## src/hw/rtl/cau_pkg.sv

```systemverilog
package cau_pkg;

    // Width of one operand or result part.
    localparam int WORD_W = 32;

    // Quotient bits produced by the divider, one per stage.
    localparam int QUOT_W = 33;

    // Depth of the queue between the front and the back.
    localparam int QUEUE_DEPTH = 4;

    // Depth of the result buffer, which also bounds the words in flight.
    localparam int OUTQ_DEPTH = 64;

    // Request codes as they arrive on req_type.
    typedef enum logic [2:0] {
        REQ_ADD    = 3'd0,
        REQ_SUB    = 3'd1,
        REQ_MUL    = 3'd2,
        REQ_DIV    = 3'd3,
        REQ_SCALE  = 3'd4,
        REQ_INC    = 3'd5,
        REQ_DEC    = 3'd6,
        REQ_UNUSED = 3'd7
    } req_t;

    // Classes of work that the back carries out.
    typedef enum logic [2:0] {
        CLS_NONE  = 3'd0,
        CLS_SUM   = 3'd1,
        CLS_MUL   = 3'd2,
        CLS_DIV   = 3'd3,
        CLS_SCALE = 3'd4
    } cls_t;

    // Status codes.
    localparam logic [1:0] ST_OK       = 2'd0;
    localparam logic [1:0] ST_DIV_ZERO = 2'd1;
    localparam logic [1:0] ST_SAT      = 2'd2;

    // Classified request word held in the queue.
    typedef struct packed {
        cls_t        cls;
        logic [31:0] a_re;
        logic [31:0] a_im;
        logic [31:0] b_re;
        logic [31:0] b_im;
        logic [32:0] d_re;
        logic [32:0] d_im;
    } cmd_t;

    // Result word.
    typedef struct packed {
        logic [31:0] res_re;
        logic [31:0] res_im;
        logic [1:0]  status;
    } res_t;

    // One saturated result part and its saturation flag.
    typedef struct packed {
        logic [31:0] val;
        logic        sat;
    } part_t;

    // Turns a sign and magnitude into a saturated 32-bit two's complement part.
    function automatic part_t sat_part(input logic neg, input logic [63:0] mag);
        part_t p;
        p.sat = 1'b0;
        p.val = '0;
        if (!neg) begin
            if (mag > 64'h0000_0000_7FFF_FFFF) begin
                p.sat = 1'b1;
                p.val = 32'h7FFF_FFFF;
            end else begin
                p.val = mag[31:0];
            end
        end else begin
            if (mag > 64'h0000_0000_8000_0000) begin
                p.sat = 1'b1;
                p.val = 32'h8000_0000;
            end else begin
                p.val = 32'd0 - mag[31:0];
            end
        end
        return p;
    endfunction

endpackage

```

## src/hw/rtl/cau_front.sv

```systemverilog
module cau_front #(
    parameter int FRAC_BITS = 16
) (
    input  logic          push,
    input  logic          q_full,
    input  logic [2:0]    req_type,
    input  logic [31:0]   a_re,
    input  logic [31:0]   a_im,
    input  logic [31:0]   b_re,
    input  logic [31:0]   b_im,
    output logic          full,
    output logic          q_wr,
    output cau_pkg::cmd_t cmd
);
    import cau_pkg::*;

    localparam logic signed [32:0] ONE = 33'sd1 <<< FRAC_BITS;

    logic signed [32:0] b_re_x;
    logic signed [32:0] b_im_x;

    // A word is taken whenever the queue has room.
    assign full = q_full;
    assign q_wr = push && !q_full;

    assign b_re_x = 33'($signed(b_re));
    assign b_im_x = 33'($signed(b_im));

    // Classify the request and work out the addend of the additive forms.
    always_comb
    begin
        cmd.a_re = a_re;
        cmd.a_im = a_im;
        cmd.b_re = b_re;
        cmd.b_im = b_im;
        cmd.d_re = '0;
        cmd.d_im = '0;
        case (req_t'(req_type))
            REQ_ADD:
            begin
                cmd.cls  = CLS_SUM;
                cmd.d_re = b_re_x;
                cmd.d_im = b_im_x;
            end
            REQ_SUB:
            begin
                cmd.cls  = CLS_SUM;
                cmd.d_re = -b_re_x;
                cmd.d_im = -b_im_x;
            end
            REQ_INC:
            begin
                cmd.cls  = CLS_SUM;
                cmd.d_re = ONE;
                cmd.d_im = ONE;
            end
            REQ_DEC:
            begin
                cmd.cls  = CLS_SUM;
                cmd.d_re = -ONE;
                cmd.d_im = -ONE;
            end
            REQ_MUL:   cmd.cls = CLS_MUL;
            REQ_DIV:   cmd.cls = CLS_DIV;
            REQ_SCALE: cmd.cls = CLS_SCALE;
            default:   cmd.cls = CLS_NONE;
        endcase
    end

endmodule

```

## config.mk

```make
export PLATFORM = sky130hd
export DESIGN_NAME = cau_front
export DESIGN_NICKNAME = d
export VERILOG_FILES = /design/src/hw/rtl/cau_pkg.sv /design/src/hw/rtl/cau_front.sv
export SDC_FILE = /design/constraint.sdc
export NUM_CORES = 1
export LEC_CHECK = 0
export BUFFER_PORTS_ARGS = -buffer_cell sky130_fd_sc_hd__buf_4
export CAP_MARGIN = 20
export CORE_AREA = 2 2 129 131
export DETAILED_ROUTE_END_ITERATION = 10
export DIE_AREA = 0 0 131 133
export SLEW_MARGIN = 20
export SYNTH_ARGS = -nofsm -noshare
export SYNTH_HDL_FRONTEND = slang
export SYNTH_SLANG_ARGS = --single-unit
```

## constraint.sdc

```tcl
create_clock -name vclk -period 5.69
set_input_delay 0.8535 -clock vclk [all_inputs]
set_output_delay 0.8535 -clock vclk [all_outputs]
set_load 0.005 [all_outputs]
```

==> impl_metrics.ini, run 1 <==
[outcome]
outcome = completed

[worst_setup_path]
cp_max_fo = 10
cp_num_cells = 9
worstSetupPathType = input pin to primary output
path_buf_inv = 3
crit_family = simple AND/OR/NAND/NOR gates
crit_top_cell = buf_4
crit_path_end_kind = primary output
critPathSlowestCell = nor4b_4
crit_path_start_kind = input pin
cp_cell_sequence = buf_4, inv_1, ha_1, or4b_1, nor4b_4, nand3_1, mux2i_1, o22ai_1, buf_4
worstPathRequired_ns = 4.84
cpPeakStageDelay_ns = 0.71
arrival_ns = 3.18

[floorplanning]
initial_core_util_pct = 18.7
rows = 47
core-area_sq_um = 16200
dieHeight_microns = 133
io_pins = 332
die_w_microns = 131
die_area_sq_um = 17400

[hold_path]
hold_path_class = input pin to primary output
min_path_cells = 0

[cells_and_area]
fillers = 1853
final_common_cell = buf_4
multi_input_area_sq_um = 1930
n_clock_buffer = 0
drive_gt1_share_pct = 42.7
final_cell_mix = buf_4 (208), nor2_1 (52), xor2_1 (39), o21ai_0 (28), nand2_1 (23)
seq_cell_count = 0
antenna_cells = 0
seq_area_sq_um = 0
stdcell_count = 735
nNetsFinal = 652
syn_to_final_growth_pct = 25.3

[logic_synthesis]
syn_nets = 596
synthCells = 461
ys.warnings.count = 0
ys_seq_area_share_pct = 0
syn_avg_cell_area_sq_um = 6.57
ys_types = 49
netlist_area_sq_um = 3030

[power_and_ir_drop]
leakage_nw = 1.68
ir_drop_mv = 0.0212
total_power_mw = 0.268
power_density_nw_per_um2 = 70.7

[sta]
whs_ns = 1.71
hold_violations = 0
finalMaxSlewViolations = 0
tightest_slew_ns = 0.915
fin_crit_sh_pct = 70.8
relSlewSlack_pct = 38.9
setup_viol = 0
max_freq_ghz = 0.248
min_period_ns = 4.03
tns_ns = 0
grt_setup_unrepaired = false

[place]
place_inst = 735
dp_hpwl_mm = 9.15
io_buffers = 204
gp_congestion = 0.796

[global_routing]
grt_use_met2_pct = 20.2
grt_pass1_wl_mm = 17.0
grt_pass1_vias = 2956
overflow = 0
grt_max_degree = 60
globalRouteMet3Util_pct = 1.54
grt-busiest-layer = met2
grt_util_all_layers_pct = 12.1
grtUsageMet1_pct = 16.1
antenna_found_initial = 0

[routing]
drc = 0
first_pass_iters = 4
antenna_left = 0
vias = 3289
vias_per_cell = 4.47
wl_mm = 11.5
routedWlPerCell_microns = 15.6
drt_iter0_markers = 124

[clock_tree]
ctsResizeCount = 0
cts_setup_buffers = 0
cts_hold_buf = 0

[run]
maxCapViolCount = 0
per-stage QoR:
step / util (%) / cell area [sq um] / setup slack, ns
2_1_floorplan: - / 3030 / 2.33
3_3_place_gp: 23.5 / 3790 / 1.68
5_1_grt: 23.5 / 3790 / 1.49
6_report: 23.5 / 3790 / 1.66
4_1_cts: 23.5 / 3790 / 1.63
3_5_place_dp: 23.5 / 3790 / 1.64
cells in the mapped netlist (2+ instances only):
cell type,n,share of area (%)
mux2i_1,11,3.6
nand4_1,4,0.83
a211oi_1,4,0.99
a21o_1,2,0.50
nor4_1,9,1.9
or2_2,2,0.41
o21ai_0,28,4.6
a21oi_1,17,2.8
nor4b_1,2,0.58
inv_1,6,0.74
nor2_1,52,6.4
xnor2_1,2,0.58
nor3b_1,2,0.50
o41ai_1,8,2.3
nand2_1,23,2.9
clkbuf_1,23,2.9
nor3_1,15,2.5
a211o_1,2,0.58
nand2b_1,2,0.41
a31oi_1,4,0.83
ha_1,2,0.83
nand3b_1,2,0.50
o22ai_1,13,2.7
or3_1,9,1.9
or4_4,2,0.74
nor4_2,2,0.83
o311ai_0,2,0.58
nor2b_1,2,0.41
buf_4,129,32
o31ai_1,13,3.2
and2_1,2,0.41
nand3_1,10,1.7
xor2_1,39,11
power by group:
group	total, mW	switching (mW)	internal, mW
combinational	0.268	0.129	0.139
clock	0	0	0
sequential	0	0	0
total	0.268	0.129	0.139
layer usage:
| metal | vias to the layer above | wire (microns) |
|---|---|---|
| met2 | 166 | 5330 |
| li1 | 1612 | - |
| met1 | 1475 | 4970 |
| met4 | 0 | 331 |
| met5 | - | 0 |
| met3 | 36 | 854 |
cell families (layout without fill, tap and decap cells):
logic type | after synthesis | count (layout) | share of synthesized area [%]
buffers and inverters | 160 | 214 | 36.1
XOR/XNOR | 41 | 41 | 11.9
AO/OA/AOI/OAI | 97 | 97 | 20.3
AND/OR/NAND/NOR | 149 | 149 | 26.8
adder cells (fa/ha/maj) | 2 | 2 | 0.827
multiplexers | 12 | 12 | 4.01
final cells by class:
cell class / count / share of cell area (%)
multi-input combinational: 301 / 51.0
tap: 220 / 7.26
inverter: 6 / 0.594
timing repair buffer: 208 / 41.2
path summary, 6_finish.rpt:
kind	end	startpoint
setup / recovery	cmd[26]	b_im[0]
hold / removal	cmd[139]	a_im[9]
No activity file was read; power rests on OpenSTA's default activity.
==> run 2: changes to the inputs <==
Clock period 5.69 ns to 4.05 ns, I/O delays scaled along.
==> impl_metrics.ini, run 2 (synthesis gave the netlist of run 1 again) <==
[global_routing]
grt_util_all_layers_pct = 12.2
antenna_found_initial = 0
grt_max_degree = 53
grt_pass1_vias = 2997
overflow = 0
grt_pass1_wl_mm = 17.2

[worst_setup_path]
crit_path_start_kind = input pin
arrival_ns = 2.92
worstSetupPathType = input pin to primary output
crit_path_end_kind = primary output
worstPathRequired_ns = 3.44
cp_max_fo = 10

[power_and_ir_drop]
combPwrFrac_pct = 100.0
power_density_nw_per_um2 = 99.5
power.share.clock_pct = 0
switchingPower_mw = 0.184
ir_drop_mv = 0.0277
p_int_mw = 0.196
leakage_nw = 1.70
power_frac_seq_pct = 0
p_sw_share_pct = 48.4

[cells_and_area]
nNetsFinal = 656
finalInstanceArea_sq_um = 3820
final_common_cell = buf_4
seq_cell_count = 0
seq_area_sq_um = 0
fin_util_pct = 23.6
antenna_cells = 0
fillers = 1840
syn_to_final_growth_pct = 26.3
n_clock_buffer = 0
drive_gt1_share_pct = 43.2
final_cell_mix = buf_4 (212), nor2_1 (52), xor2_1 (39), o21ai_0 (28), nand2_1 (23)

[floorplanning]
initial_core_util_pct = 18.7
io_pins = 332
dieHeight_microns = 133
core-area_sq_um = 16200
die_w_microns = 131
rows = 47
die_area_sq_um = 17400

[routing]
vias = 3316
vias_per_cell = 4.49
wl_mm = 11.8
antenna_left = 0
drt_iter0_markers = 109
first_pass_iters = 4
drc = 0
routedWlPerCell_microns = 15.9

[sta]
setup_viol = 0
fin_crit_sh_pct = 87.1
tightest_slew_ns = 1.03
worst_slack_ns = 0.523
min_period_ns = 3.53
max_freq_ghz = 0.284
hold_violations = 0
relSlewSlack_pct = 31.1
finalMaxSlewViolations = 0
tns_ns = 0
whs_ns = 1.22
grt_setup_unrepaired = false

[place]
dpl_cell_area_sq_um = 3820
gp_congestion = 0.758
dp_slack_ns = 0.557
dp_hpwl_mm = 9.34
io_buffers = 204

[hold_path]
min_path_cells = 0
hold_path_class = input pin to primary output
whs_endpoint = cmd[139]
hold_start = a_im[9]

[clock_tree]
ctsResizeCount = 0
cts_setup_buffers = 0
cts_hold_buf = 0

[outcome]
outcome = completed

[run]
maxCapViolCount = 0
[run 2: cell count changes in the layout (fill, tap and decap cells not counted)]
cell and delta:
buf_4 +4
[run 2: how the worst max path moves through the flow]
| stage | to | slack (ns) | cells after the start | start |
|---|---|---|---|---|
| floorplan | cmd[26] | 1.19 | 7 | b_im[0] |
| global placement | cmd[56] | 0.55 | 7 | b_re[3] |
| detailed placement | cmd[52] | 0.56 | 7 | b_re[3] |
| CTS | cmd[52] | 0.54 | 7 | b_re[3] |
| global route | cmd[52] | 0.30 | 7 | b_re[3] |
| finish | cmd[52] | 0.52 | 7 | b_re[3] |
[run 2: power groups by stage]
stage | logic [mW] | clock network (mW) | registers [mW]
4_1_cts | 0.385 | 0 | 0
3_3_place_gp | 0.383 | 0 | 0
2_1_floorplan | 0.238 | 0 | 0
5_1_grt | 0.417 | 0 | 0
3_5_place_dp | 0.383 | 0 | 0
6_report | 0.380 | 0 | 0
[run 2: layout make-up]
| cell class | count | area, sq um | share of cell area (%) |
|---|---|---|---|
| Multi-Input combinational cell | 301 | 1930 | 50.6 |
| Tap cell | 220 | 275 | 7.20 |
| Timing Repair Buffer | 212 | 1590 | 41.6 |
| Inverter | 6 | 22.5 | 0.589 |
[run 2: per-stage QoR]
step / instances / total power [mW]
2_1_floorplan: 461 / 0.238
3_3_place_gp: 739 / 0.383
3_5_place_dp: 739 / 0.383
4_1_cts: 739 / 0.385
5_1_grt: 739 / 0.417
6_report: 739 / 0.380
[run 2: layer usage]
metal  up-vias  part of all wire (%)  global-route usage, %  routed length (microns)
li1       1615                     -                      -                        -
met1      1497                    43                   16.2                     5000
met2       170                    47                   20.5                     5480
met3        34                   8.2                   1.70                      959
met4         0                   2.7                   3.31                      313
met5         -                     0                      0                        0
[run 2: critical path, cell delays in order]
cell and delay [ns]:
buf_4 0.13, nor4_1 0.63, nand4bb_1 0.56, o41ai_1 0.54, xor2_1 0.18, o21ai_0 0.09, buf_4 0.18
==> run 3: changes to the inputs <==
Settings changed: PLACE_DENSITY_LB_ADDON set to 0.2.
==> impl_metrics.ini, run 3 (synthesis gave the netlist of run 1 again) <==
[outcome]
outcome = completed

[power_and_ir_drop]
ir_drop_mv = 0.0294
power_density_nw_per_um2 = 100
leakage_nw = 1.69

[sta]
finalMaxSlewViolations = 0
tightest_slew_ns = 0.803
worst_slack_ns = 0.522
grt_setup_unrepaired = false
relSlewSlack_pct = 46.4
hold_violations = 0
max_freq_ghz = 0.283
setup_viol = 0
tns_ns = 0
fin_crit_sh_pct = 87.1
min_period_ns = 3.53

[place]
gp_congestion = 0.758
dp_slack_ns = 0.520
dp_hpwl_mm = 9.17
io_buffers = 204

[run]
maxCapViolCount = 0

[global_routing]
grtUsageMet1_pct = 15.3
grt_max_degree = 43
overflow = 0
grt-busiest-layer = met2
grt_util_all_layers_pct = 12.2
grt_pass1_vias = 3242
antenna_found_initial = 0
globalRouteMet3Util_pct = 1.46
grt_pass1_wl_mm = 17.5
grt_use_met2_pct = 22.4

[cells_and_area]
syn_to_final_growth_pct = 25.8
seq_cell_count = 0
final_cell_mix = buf_4 (210), nor2_1 (52), xor2_1 (39), o21ai_0 (28), nand2_1 (23)
antenna_cells = 0
nNetsFinal = 654
fin_util_pct = 23.5
seq_area_sq_um = 0
n_clock_buffer = 0
final_common_cell = buf_4
drive_gt1_share_pct = 42.9

[worst_setup_path]
crit_path_start_kind = input pin
cp_max_fo = 10
worstPathRequired_ns = 3.44
worstSetupPathType = input pin to primary output
arrival_ns = 2.92
crit_path_end_kind = primary output

[hold_path]
hold_path_class = input pin to primary output

[floorplanning]
core-area_sq_um = 16200
io_pins = 332
die_w_microns = 131
dieHeight_microns = 133
rows = 47
die_area_sq_um = 17400
initial_core_util_pct = 18.7

[clock_tree]
cts_hold_buf = 0
ctsResizeCount = 0
cts_setup_buffers = 0

[routing]
antenna_left = 0
first_pass_iters = 4
routedWlPerCell_microns = 15.7
drc = 0
vias = 3394
vias_per_cell = 4.61
drt_iter0_markers = 93
wl_mm = 11.5
[run 3: cell types whose count changed in the layout (fill, tap and decap cells not counted), sizes merged]
cell	delta
buf	-2
[run 3: per-layer routing]
| metal | vias to the layer above | routed length (microns) |
|---|---|---|
| li1 | 1615 | - |
| met1 | 1584 | 4760 |
| met2 | 165 | 5760 |
| met3 | 30 | 871 |
| met4 | 0 | 152 |
| met5 | - | 0 |
[run 3: worst paths after layout]
path / endpoint / cells after the start / slack (ns) / startpoint
worst max-delay path: cmd[52] / 7 / 0.52 / b_re[3]
worst min-delay path: cmd[130] / 0 / 1.22 / a_im[0]
[run 3: report_power, final]
group	total, mW	internal (mW)	switching [mW]
Clock	0	0	0
Combinational	0.382	0.196	0.185
Sequential	0	0	0
Total	0.382	0.196	0.185
[run 3: area by class of cell]
| type | count | area (sq um) |
|---|---|---|
| Tap cell | 220 | 275 |
| Multi-Input combinational cell | 301 | 1930 |
| Fill cell | 1860 | 12400 |
| Timing Repair Buffer | 210 | 1580 |
| Inverter | 6 | 22.5 |
[run 3: per-stage QoR]
| stage | hold slack (ns) | total power, mW | std cells | area [sq um] |
|---|---|---|---|---|
| after CTS | 1.22 | 0.388 | 737 | 3810 |
| after floorplan | 1.25 | 0.238 | 461 | 3030 |
| after global routing | 1.22 | 0.423 | 737 | 3810 |
| final | 1.22 | 0.382 | 737 | 3810 |
| after global placement | 1.22 | 0.384 | 737 | 3810 |
| after detailed placement | 1.22 | 0.387 | 737 | 3810 |
[run 3: critical path: stages]
cell	delay (ns)
buf_4	0.13
nor4_1	0.64
nand4bb_1	0.52
o41ai_1	0.58
xor2_1	0.17
o21ai_0	0.09
buf_4	0.18
