### src/hw/rtl/cau_pkg.sv
package cau_pkg;

    // Width of one operand or result part.
    localparam int WORD_W = 32;

    // Quotient bits produced by the divider, one per stage.
    localparam int QUOT_W = 33;

    // Depth of the queue between the front and the back.
    localparam int QUEUE_DEPTH = 4;

    // Depth of the result buffer, which also bounds the words in flight.
    localparam int OUTQ_DEPTH = 64;

    // Request codes as they arrive on req_type.
    typedef enum logic [2:0] {
        REQ_ADD    = 3'd0,
        REQ_SUB    = 3'd1,
        REQ_MUL    = 3'd2,
        REQ_DIV    = 3'd3,
        REQ_SCALE  = 3'd4,
        REQ_INC    = 3'd5,
        REQ_DEC    = 3'd6,
        REQ_UNUSED = 3'd7
    } req_t;

    // Classes of work that the back carries out.
    typedef enum logic [2:0] {
        CLS_NONE  = 3'd0,
        CLS_SUM   = 3'd1,
        CLS_MUL   = 3'd2,
        CLS_DIV   = 3'd3,
        CLS_SCALE = 3'd4
    } cls_t;

    // Status codes.
    localparam logic [1:0] ST_OK       = 2'd0;
    localparam logic [1:0] ST_DIV_ZERO = 2'd1;
    localparam logic [1:0] ST_SAT      = 2'd2;

    // Classified request word held in the queue.
    typedef struct packed {
        cls_t        cls;
        logic [31:0] a_re;
        logic [31:0] a_im;
        logic [31:0] b_re;
        logic [31:0] b_im;
        logic [32:0] d_re;
        logic [32:0] d_im;
    } cmd_t;

    // Result word.
    typedef struct packed {
        logic [31:0] res_re;
        logic [31:0] res_im;
        logic [1:0]  status;
    } res_t;

    // One saturated result part and its saturation flag.
    typedef struct packed {
        logic [31:0] val;
        logic        sat;
    } part_t;

    // Turns a sign and magnitude into a saturated 32-bit two's complement part.
    function automatic part_t sat_part(input logic neg, input logic [63:0] mag);
        part_t p;
        p.sat = 1'b0;
        p.val = '0;
        if (!neg) begin
            if (mag > 64'h0000_0000_7FFF_FFFF) begin
                p.sat = 1'b1;
                p.val = 32'h7FFF_FFFF;
            end else begin
                p.val = mag[31:0];
            end
        end else begin
            if (mag > 64'h0000_0000_8000_0000) begin
                p.sat = 1'b1;
                p.val = 32'h8000_0000;
            end else begin
                p.val = 32'd0 - mag[31:0];
            end
        end
        return p;
    endfunction

endpackage

### src/hw/rtl/cau_queue.sv
module cau_queue (
    input  logic          clk,
    input  logic          rst_n,
    input  logic          wr,
    input  cau_pkg::cmd_t din,
    input  logic          rd,
    output logic          q_full,
    output logic          q_empty,
    output cau_pkg::cmd_t dout
);
    import cau_pkg::*;

    localparam int ADDR_W = $clog2(QUEUE_DEPTH);
    localparam int CNT_W  = $clog2(QUEUE_DEPTH + 1);

    cmd_t              entry_reg [QUEUE_DEPTH];
    logic [ADDR_W-1:0] wr_ptr_reg;
    logic [ADDR_W-1:0] wr_ptr_next;
    logic [ADDR_W-1:0] rd_ptr_reg;
    logic [ADDR_W-1:0] rd_ptr_next;
    logic [CNT_W-1:0]  cnt_reg;
    logic [CNT_W-1:0]  cnt_next;

    assign q_full  = (cnt_reg == CNT_W'(QUEUE_DEPTH));
    assign q_empty = (cnt_reg == '0);
    assign dout    = entry_reg[rd_ptr_reg];

    // Pointer and fill count update.
    always_comb
    begin
        wr_ptr_next = wr ? wr_ptr_reg + 1'b1 : wr_ptr_reg;
        rd_ptr_next = rd ? rd_ptr_reg + 1'b1 : rd_ptr_reg;
        cnt_next    = cnt_reg + CNT_W'(wr) - CNT_W'(rd);
    end

    always_ff @(posedge clk or negedge rst_n)
    begin
        if (!rst_n)
        begin
            wr_ptr_reg <= '0;
            rd_ptr_reg <= '0;
            cnt_reg    <= '0;
        end
        else
        begin
            wr_ptr_reg <= wr_ptr_next;
            rd_ptr_reg <= rd_ptr_next;
            cnt_reg    <= cnt_next;
        end
    end

    // Entry storage.
    always_ff @(posedge clk)
    begin
        if (wr)
        begin
            entry_reg[wr_ptr_reg] <= din;
        end
    end

    a_cnt_bound: assert property (@(posedge clk) disable iff (!rst_n)
        cnt_reg <= CNT_W'(QUEUE_DEPTH))
        else $error("queue count beyond depth");

    a_no_rd_empty: assert property (@(posedge clk) disable iff (!rst_n)
        rd |-> !q_empty)
        else $error("queue read while empty");

endmodule

### config.mk
export PLATFORM = sky130hd
export DESIGN_NAME = cau_queue
export DESIGN_NICKNAME = d
export VERILOG_FILES = /design/src/hw/rtl/cau_pkg.sv /design/src/hw/rtl/cau_queue.sv
export SDC_FILE = /design/constraint.sdc
export NUM_CORES = 1
export LEC_CHECK = 0
export BUFFER_PORTS_ARGS = -buffer_cell sky130_fd_sc_hd__clkbuf_2
export CAP_MARGIN = 40
export CORE_UTILIZATION = 57
export DETAILED_ROUTE_END_ITERATION = 8
export GPL_TIMING_DRIVEN = 0
export HOLD_SLACK_MARGIN = 0.15
export PLACE_DENSITY = 0.79
export SLEW_MARGIN = 25
export SYNTH_ARGS = -nofsm -noshare
export SYNTH_HDL_FRONTEND = slang
export SYNTH_SLANG_ARGS = --single-unit
### constraint.sdc
create_clock -name clk -period 6.5 [get_ports clk]
set_input_delay 0.975 -clock clk [delete_from_list [all_inputs] [get_ports clk]]
set_output_delay 0.975 -clock clk [all_outputs]
set_load 0.05 [all_outputs]
==> metrics.txt, run 1 <==
status=complete, no violations; reg-to-reg endpoint=entry_reg[2][118]$_DFFE_PP_; Gate power share=39.5%; WP data arrival=2610 ps; antenna violations before repair=8; Initial Util=58.3%; CTS tree=done; FF+latch count, synth=795; Max IR drop VDD=0.331 mV; port bufs=399; Post-Synthesis Cells=1063; Max Clock Freq=279 MHz; crit path max fanout=10; total of max-cap violations=0; sequential share of power=37.2%; beginning of the worst register-to-register path=wr_ptr_reg[0]$_DFFE_PN0P_; die height=227 um; Setup crit start kind=flip-flop; Slew @ Worst Pin=756 ps; first-pass GRT wire length=89.0 mm; Pre-antenna DRT Iters=5; highest routed layer=met5; Clock Tree Root=clkbuf_16; Switching Share=39.0%; Die Wd=227 um; met2 routed WL=31.5 mm; area grow syn2layout=19.9%; Setup Skew=18.7 ps; setup bufs post-CTS=0; setup slack after layout=2920 ps; Mean Syn Cell Area=27.1 sq um; register area share after synthesis=82.8%; Clock Latency Late Sink=620 ps; P_sw=7.25 mW; hpwl dp=36.7 mm; mapped cell area=28800 sq um; max FFs per register=788; CTS Hold Bufs=0; Setup crit end kind=output port; pin count of the biggest net entering global routing=44; GR Util All Layers=24.3%; Post-CTS Resized=0; Ys Warns=0; final hold vios=0; Clock Tree Buf Depth=3; Crit Path Category=flip-flop to output port; antenna-violating nets left=0; Worst-path clk slew=60 ps; Iteration-0 DRC Markers=1039; Sum Neg Setup Slack=0 ps; LEAKAGE=11.9 nW; CP Capture Point=dout[137]; routed len/inst=26.9 um; Vias/cell=5.86; post-layout min period=3580 ps; Final Cycle Share=55.1%; Mapped Nets=1271; largest cells by area after synthesis=edfxtp_1 (82%), mux4_2 (15%), dfrtp_1 (0.61%), buf_6 (0.55%), buf_2 (0.40%); layout cell share with drive strength beyond 1=47.3%; die area=51400 sq um; Num CTS Buffers=78; R2R depth=6; Final GP Congestion=0.751; H-tree levels=3; GRT overflow=0; via count=13400; Worst Hold Class=input port to asynchronous set/reset pin; area of the core=49400 sq um; Worst Setup SP=rd_ptr_reg[1]$_DFFE_PN0P_; Cell Int Power=11.3 mW; top cell type's share of synthesized area=82.2%; Clk pwr share=23.3%; TritonCTS Sinks=795; cell taking the most area after synthesis=edfxtp_1; Post-Place Worst Slack=3470 ps; post-synthesis cell type count=17; FF-to-FF setup slack=4140 ps; drt total wl=61.4 mm; IO Pins=400; PwrDens=538 nW/um^2; met3 routed WL=6.19 mm; Slew Viols, Final=0; Max-slew headroom=49.6%; number of global-route vias before repair=14200; # setup viols final=0; data required time of the worst path=5520 ps; # fillers=2891; # rows=81; M1 WL=22.1 mm; nets=1770; unrepaired setup endpoints after global routing=no; Remaining DRCs=0
metal layers:
layer	vias to the layer above	global-route usage, %
met5	-	0
met4	12	8.35
met3	115	8.38
met2	620	40.5
met1	6964	29.7
li1	5654	-
power by group through the flow:
stage                     sequential (mW)  combinational [mW]  clock [mW]
after floorplan                      7.13                5.49           0
after global placement               7.33                7.15           0
after detailed placement             6.99                7.37           0
after CTS                            6.93                7.45        4.39
after global routing                 6.98                7.68        4.57
final                                6.92                7.34        4.32
layout make-up:
cell class,instances,area [sq um],area share (%)
Multi-Input combinational cell,218,4630,13.4
Timing Repair Buffer,419,2460,7.12
Inverter,6,22.5,0.0653
Clock buffer,92,2030,5.87
Antenna cell,2,5.00,0.0145
Tap cell,664,831,2.41
Buffer,44,303,0.877
Sequential cell,795,23800,69.1
Clock inverter,42,399,1.16
cells in the final DEF, fill, tap and decap left out, types with 6 or more instances in the layout:
master / instances
edfxtp_1: 788
clkbuf_2: 399
mux4_2: 197
clkbuf_16: 79
buf_2: 23
clkbuf_1: 19
buf_6: 14
clkinv_1: 14
clkinv_2: 13
buf_12: 12
buf_16: 8
bufinv_16: 7
dfrtp_1: 7
inv_1: 6
ha_1: 6
cells by family (layout without fill, tap and decap cells):
| family | after synthesis | in the layout | synth area share [%] |
|---|---|---|---|
| DFF | 795 | 795 | 82.8 |
| muxes | 197 | 197 | 15.4 |
| buffers and inverters | 50 | 603 | 1.13 |
| and+or+nand+nor | 8 | 8 | 0.152 |
| adders and majority gates | 7 | 7 | 0.330 |
| xor gates and xnor gates | 5 | 5 | 0.152 |
| AOI/OAI and AO/OA | 1 | 1 | 0.0174 |
| other | 0 | 2 | 0 |
stage by stage:
step	cell area (sq um)	util, %	std cells	power, mW	hold slack (ps)
after global placement	31600	64.1	2126	14.5	505
after CTS	34500	69.9	2280	18.8	164
final	34500	69.9	2282	18.6	198
after global routing	34500	69.9	2282	19.2	195
after detailed placement	32100	65.0	2146	14.4	555
after floorplan	28800	-	1063	12.6	491
worst max-delay path, stage by stage, from the launching register on:
cell      delay (ps)
dfrtp_1          320
buf_2            260
buf_2            390
buf_2            370
mux4_2           370
clkbuf_2         290
synthesized netlist by cell type:
cell      count
and2_1        4
and3_1        1
buf_2        23
buf_4         1
buf_6        14
clkbuf_1      6
dfrtp_1       7
edfxtp_1    788
fa_1          1
ha_1          6
inv_1         6
mux4_2      197
nand2_1       2
nor3_1        1
o21ai_0       1
xnor2_1       3
xor2_1        2
worst min-delay path by stage:
stage | from | end | cells past startpoint
after floorplan | wr_ptr_reg[0]$_DFFE_PN0P_ | wr_ptr_reg[0]$_DFFE_PN0P_ | 1
after global placement | wr_ptr_reg[0]$_DFFE_PN0P_ | wr_ptr_reg[0]$_DFFE_PN0P_ | 1
after detailed placement | wr_ptr_reg[0]$_DFFE_PN0P_ | wr_ptr_reg[0]$_DFFE_PN0P_ | 1
after CTS | rst_n | cnt_reg[1]$_DFF_PN0_ | 1
after global routing | rst_n | cnt_reg[1]$_DFF_PN0_ | 1
final | rst_n | cnt_reg[0]$_DFF_PN0_ | 1
(Power assumes the default switching activity.)
==> run 2: changes to the inputs <==
Clock period 6.5 ns to 3.4 ns, I/O delays scaled along.
==> run 2 against run 1 <==
Cell count up 9.2%. Global-route usage up 2.7 points. Combinational power up 96%. Clock power up 89%. Sequential share of layout area down 3.8 points. Critical path type unchanged.
==> metrics.txt, run 2 (synthesis gave the netlist of run 1 again) <==
data required time of the worst path=2890 ps (-2630 ps); Num CTS Buffers=78 (unchanged); post-layout min period=3170 ps; Max Clock Freq=316 MHz; Die Wd=227 um (unchanged); setup bufs post-CTS=0 (unchanged); crit path max fanout=10 (unchanged); # rows=81 (unchanged); GRT overflow=0 (unchanged); Clock Latency Late Sink=620 ps (about the same); Worst Hold Class=input port to flip-flop; IO Pins=400 (unchanged); CTS tree=done; antenna violations before repair=4 (-4); met3 routed WL=6.19 mm (about the same); via count=14700 (+9.9%); most frequent cells in the layout=edfxtp_1 (788), clkbuf_2 (399), dlygate4sd3_1 (199), mux4_2 (197), clkbuf_16 (81); Initial Util=58.3% (unchanged); Max-slew headroom=53.3% (+3.7 points); first-pass GRT wire length=99.3 mm (+11%); # setup viols final=0 (unchanged); PwrDens=982 nW/um^2 (+82%); area grow syn2layout=26.8%; pin count of the biggest net entering global routing=44 (unchanged); die area=51400 sq um (unchanged); Clock Tree Root=clkbuf_16; Pre-antenna DRT Iters=5 (unchanged); total of max-cap violations=0 (unchanged); worst path buffer plus inverter count=4 (unchanged); M1 WL=24.0 mm (+8.4%); TritonCTS Sinks=795 (unchanged); met2 routed WL=36.8 mm (+17%); cell mode on critical path=buf_2; crit path cell chain=buf_2, buf_2, buf_2, mux4_2, clkbuf_2; Worst path slowest cell=mux4_2; Setup crit end kind=output port; antenna-violating nets left=0 (unchanged); drt total wl=68.7 mm (+12%); Setup crit start kind=flip-flop; Final Cycle Share=93.2%; Max IR drop VDD=0.944 mV (+190%); LEAKAGE=12.7 nW (+6.8%); final core occ=74.0% (+4.0 points); nets=1969 (+11%); number of global-route vias before repair=15800 (+11%); status=complete, no violations; GR Util All Layers=27.0% (+2.7 points); Iteration-0 DRC Markers=1283 (+23%); unrepaired setup endpoints after global routing=no; Clock Tree Buf Depth=3 (unchanged); layout cell share with drive strength beyond 1=41.6% (-5.8 points); FF-to-FF setup slack=1080 ps (-3060 ps); Remaining DRCs=0 (unchanged); area of the core=49400 sq um (unchanged); commonest non-fill, non-tap cell in the layout=edfxtp_1; highest routed layer=met5; port bufs=399 (unchanged); final hold vios=0 (unchanged); Slew Viols, Final=0 (unchanged); Worst path top cell family by delay=buffers and inverters; H-tree levels=3 (unchanged); Worst-path clk slew=70 ps (about the same); Slew @ Worst Pin=700 ps (-55.7 ps); Setup Skew=18.1 ps (-0.552 ps); hpwl dp=37.7 mm (+2.5%); WP data arrival=2660 ps (+50 ps); die height=227 um (unchanged); routed len/inst=27.6 um (+2.6%); Crit Path Category=flip-flop to output port; Hold WS=249 ps (+51.2 ps); Final GP Congestion=0.716 (-4.7%); Post-Place Worst Slack=864 ps (-2600 ps); Vias/cell=5.89 (+0.65%); max FFs per register=788 (unchanged); setup slack after layout=231 ps (-2690 ps); Crit path largest cell delay=410 ps (+20 ps)
-- run 2: worst paths after layout --
path                                            from                          end  depth (start not counted)
setup / recovery           rd_ptr_reg[1]$_DFFE_PN0P_                    dout[135]                          5
hold / removal                                    wr    wr_ptr_reg[0]$_DFFE_PN0P_                          2
setup reg to reg           wr_ptr_reg[0]$_DFFE_PN0P_  entry_reg[2][141]$_DFFE_PP_                          6
hold reg to reg            wr_ptr_reg[0]$_DFFE_PN0P_    wr_ptr_reg[0]$_DFFE_PN0P_                          1
max in group asynchronous                      rst_n    wr_ptr_reg[1]$_DFFE_PN0P_                          2
min in group asynchronous                      rst_n    rd_ptr_reg[1]$_DFFE_PN0P_                          2
-- run 2: repair_timing --
action / in CTS / in global routing
gates resized for setup: 0 / 0
hold buffers: 199 / 0
endpoints found under the hold margin: 796 / 0
-- run 2: where the power goes --
group / internal, mW / leakage [nW] / total [mW] / switching, mW
clock network: 4.62 / 1.16 / 8.18 / 3.56
logic: 4.27 / 4.27 / 14.4 / 10.1
registers: 12.8 / 7.32 / 13.3 / 0.507
-- run 2: layout make-up --
| class | instances | area [sq um] |
|---|---|---|
| Sequential cell | 795 | 23800 |
| Fill cell | 2559 | 12800 |
| Multi-Input combinational cell | 218 | 4630 |
| Timing Repair Buffer | 618 | 4480 |
| Clock buffer | 108 | 2130 |
| Tap cell | 664 | 831 |
| Buffer | 44 | 303 |
| Clock inverter | 35 | 268 |
| Inverter | 6 | 22.5 |
| Antenna cell | 3 | 7.51 |
-- run 2: per-layer routing --
metal	global-route usage [%]	up-vias
li1	-	6049
met1	32.4	7675
met2	47.3	831
met3	7.93	127
met4	8.02	2
met5	0	-
-- run 2: metrics by stage --
stage,power [mW],setup TNS (ps),cell area (sq um),instances
3_3_place_gp,27.1,-519600,31600,2126
6_report,35.9,0,36500,2491
3_5_place_dp,27.5,0,32100,2146
4_1_cts,35.9,0,36500,2488
5_1_grt,37.0,0,36500,2490
2_1_floorplan,23.8,0,28800,1063
==> run 3: changes to the inputs <==
Settings changed: PLACE_DENSITY 0.79 to 0.9.
==> run 3 against run 2 <==
Clock power rose by 4.9%. Combinational power barely moved. Power rose by 1.7%. Wire length rose by 7.5%. Critical path type unchanged. Count of clock-buffer cells in the layout fell by 11. First-iteration DRC count rose by 13%. Utilization rose by 0.16 points. Clock skew rose by 7.8 ps. Largest power group unchanged. Non-clock buffer count rose by 1.
==> metrics.txt, run 3 (synthesis gave the netlist of run 1 again) <==
status=complete, no violations; Die Wd=227 um (unchanged); WP data arrival=2710 ps (+50 ps); die area=51400 sq um (unchanged); cell mode on critical path=buf_2; IO Pins=400 (unchanged); Max IR drop VDD=0.758 mV (-20%); port bufs=399 (unchanged); Clock Tree Buf Depth=3 (unchanged); Clk pwr share=23.5% (+0.7 points); Sum Neg Setup Slack=0 ps (unchanged); crit path cell chain=buf_2, buf_2, buf_2, mux4_2, clkbuf_2; sequential share of power=36.6% (-0.5 points); first-pass GRT wire length=106 mm (+7.1%); commonest non-fill, non-tap cell in the layout=edfxtp_1; max FFs per register=788 (unchanged); Cell Int Power=21.9 mW (+1.1%); DP Area=32100 sq um (about the same); Max Clock Freq=310 MHz (-1.7%); Hold WS=263 ps (+14.3 ps); layout cell share with drive strength beyond 1=42.1% (+0.53 points); data required time of the worst path=2890 ps (about the same); via count=15100 (+2.6%); Switching Share=39.9% (+0.37 points); FF-to-FF setup slack=1330 ps (+250 ps); Initial Util=58.3% (unchanged); pin count of the biggest net entering global routing=45 (+2.3%); final core occ=74.1% (+0.16 points); final hold vios=0 (unchanged); Crit Path Category=flip-flop to output port; final instance area=36600 sq um (+0.21%); total of max-cap violations=0 (unchanged); Crit path largest cell delay=450 ps (+40 ps); Setup crit end kind=output port; Worst Hold Class=input port to flip-flop; die height=227 um (unchanged); antenna-violating nets left=0 (unchanged); Post-CTS Resized=0 (unchanged); Vias/cell=6.05 (+2.7%); fin cells=2490 (-0.040%); area grow syn2layout=27.1%; number of global-route vias before repair=16200 (+2.1%); Slew @ Worst Pin=870 ps (+170 ps); post-layout min period=3220 ps (+54.2 ps); Max-slew headroom=42.0% (-11 points); Pre-antenna DRT Iters=5 (unchanged); # setup viols final=0 (unchanged); PnR Total Power=36.5 mW (+1.7%); R2R depth=5 (-1); CP Capture Point=dout[143]; Num CTS Buffers=79 (+1.3%); TritonCTS Sinks=795 (unchanged); drt total wl=73.9 mm (+7.5%); most frequent cells in the layout=edfxtp_1 (788), clkbuf_2 (399), dlygate4sd3_1 (199), mux4_2 (197), clkbuf_16 (81); routed len/inst=29.7 um (+7.5%); Worst path slowest cell=buf_2; unrepaired setup endpoints after global routing=no; worst path buffer plus inverter count=4 (unchanged); LEAKAGE=12.8 nW (+0.47%); antenna violations before repair=3 (-1); Clock Tree Root=clkbuf_16; Slew Viols, Final=0 (unchanged); nets=1971 (+0.10%); PwrDens=997 nW/um^2 (+1.5%); Setup crit start kind=flip-flop; # rows=81 (unchanged); GRT overflow=0 (unchanged); Final Cycle Share=94.8% (+1.6 points); setup slack after layout=177 ps (-54.2 ps); critical path depth=5 (unchanged); Worst Setup SP=rd_ptr_reg[1]$_DFFE_PN0P_; P_sw=14.5 mW (+2.7%); Iteration-0 DRC Markers=1447 (+13%); Final GP Congestion=0.752 (+5.1%); beginning of the worst register-to-register path=wr_ptr_reg[0]$_DFFE_PN0P_; Setup Skew=25.9 ps (+7.82 ps); Remaining DRCs=0 (unchanged); GR Util All Layers=29.2% (+2.2 points); CTS tree=done; Worst-path clk slew=70 ps (about the same); area of the core=49400 sq um (unchanged); Worst path top cell family by delay=buffers and inverters; crit path max fanout=10 (unchanged); Inst Count DP=2147 (+0.047%); CTS Hold Bufs=199 (unchanged); Clock Latency Late Sink=610 ps (about the same); setup bufs post-CTS=0 (unchanged); H-tree levels=3 (unchanged); hpwl dp=39.9 mm (+5.8%); Gate power share=39.9% (-0.2 points); Post-Place Worst Slack=839 ps (-25.1 ps); reg-to-reg endpoint=entry_reg[0][163]$_DFFE_PP_
[run 3: layout make-up]
cell class	instances	area, sq um
sequential	795	23800
fill	2526	12800
multi-input combinational	218	4630
timing repair buffer	619	4460
clock buffer	97	2100
tap	664	831
clock inverter	46	399
buffer	44	303
inverter	6	22.5
antenna	1	2.50
[run 3: layer usage]
metal	part of all wire (%)	vias up	wire length (um)	track usage, %
li1	-	6046	-	-
met1	34	7790	25000	34.3
met2	54	1046	39600	51.8
met3	9.1	185	6720	7.83
met4	3.4	4	2540	10.2
met5	0.032	-	24	0
[run 3: how the worst min path moves through the flow]
| stage | slack (ps) | endpoint | cells after the start | from |
|---|---|---|---|---|
| 6_report | 260 | wr_ptr_reg[0]$_DFFE_PN0P_ | 2 | wr |
| 5_1_grt | 270 | wr_ptr_reg[0]$_DFFE_PN0P_ | 2 | wr |
| 4_1_cts | 220 | wr_ptr_reg[0]$_DFFE_PN0P_ | 2 | wr |
| 3_5_place_dp | 370 | cnt_reg[2]$_DFF_PN0_ | 1 | rst_n |
| 3_3_place_gp | 360 | cnt_reg[0]$_DFF_PN0_ | 1 | rst_n |
| 2_1_floorplan | 210 | cnt_reg[0]$_DFF_PN0_ | 0 | rst_n |
[run 3: worst register-to-register path, delay by kind of cell, from the launching register on]
family	cells	cell delay, ps
adders and majority gates	1	150
DFF	1	420
buffers and inverters	3	730
and+or+nand+nor	1	400
[run 3: power by group through the flow]
stage	Combinational [mW]	Clock, mW	Sequential, mW
floorplan	10.5	0	13.3
global placement	13.5	0	13.5
detailed placement	14.1	0	13.4
CTS	14.5	8.56	13.3
global route	15.0	9.01	13.5
finish	14.5	8.58	13.4
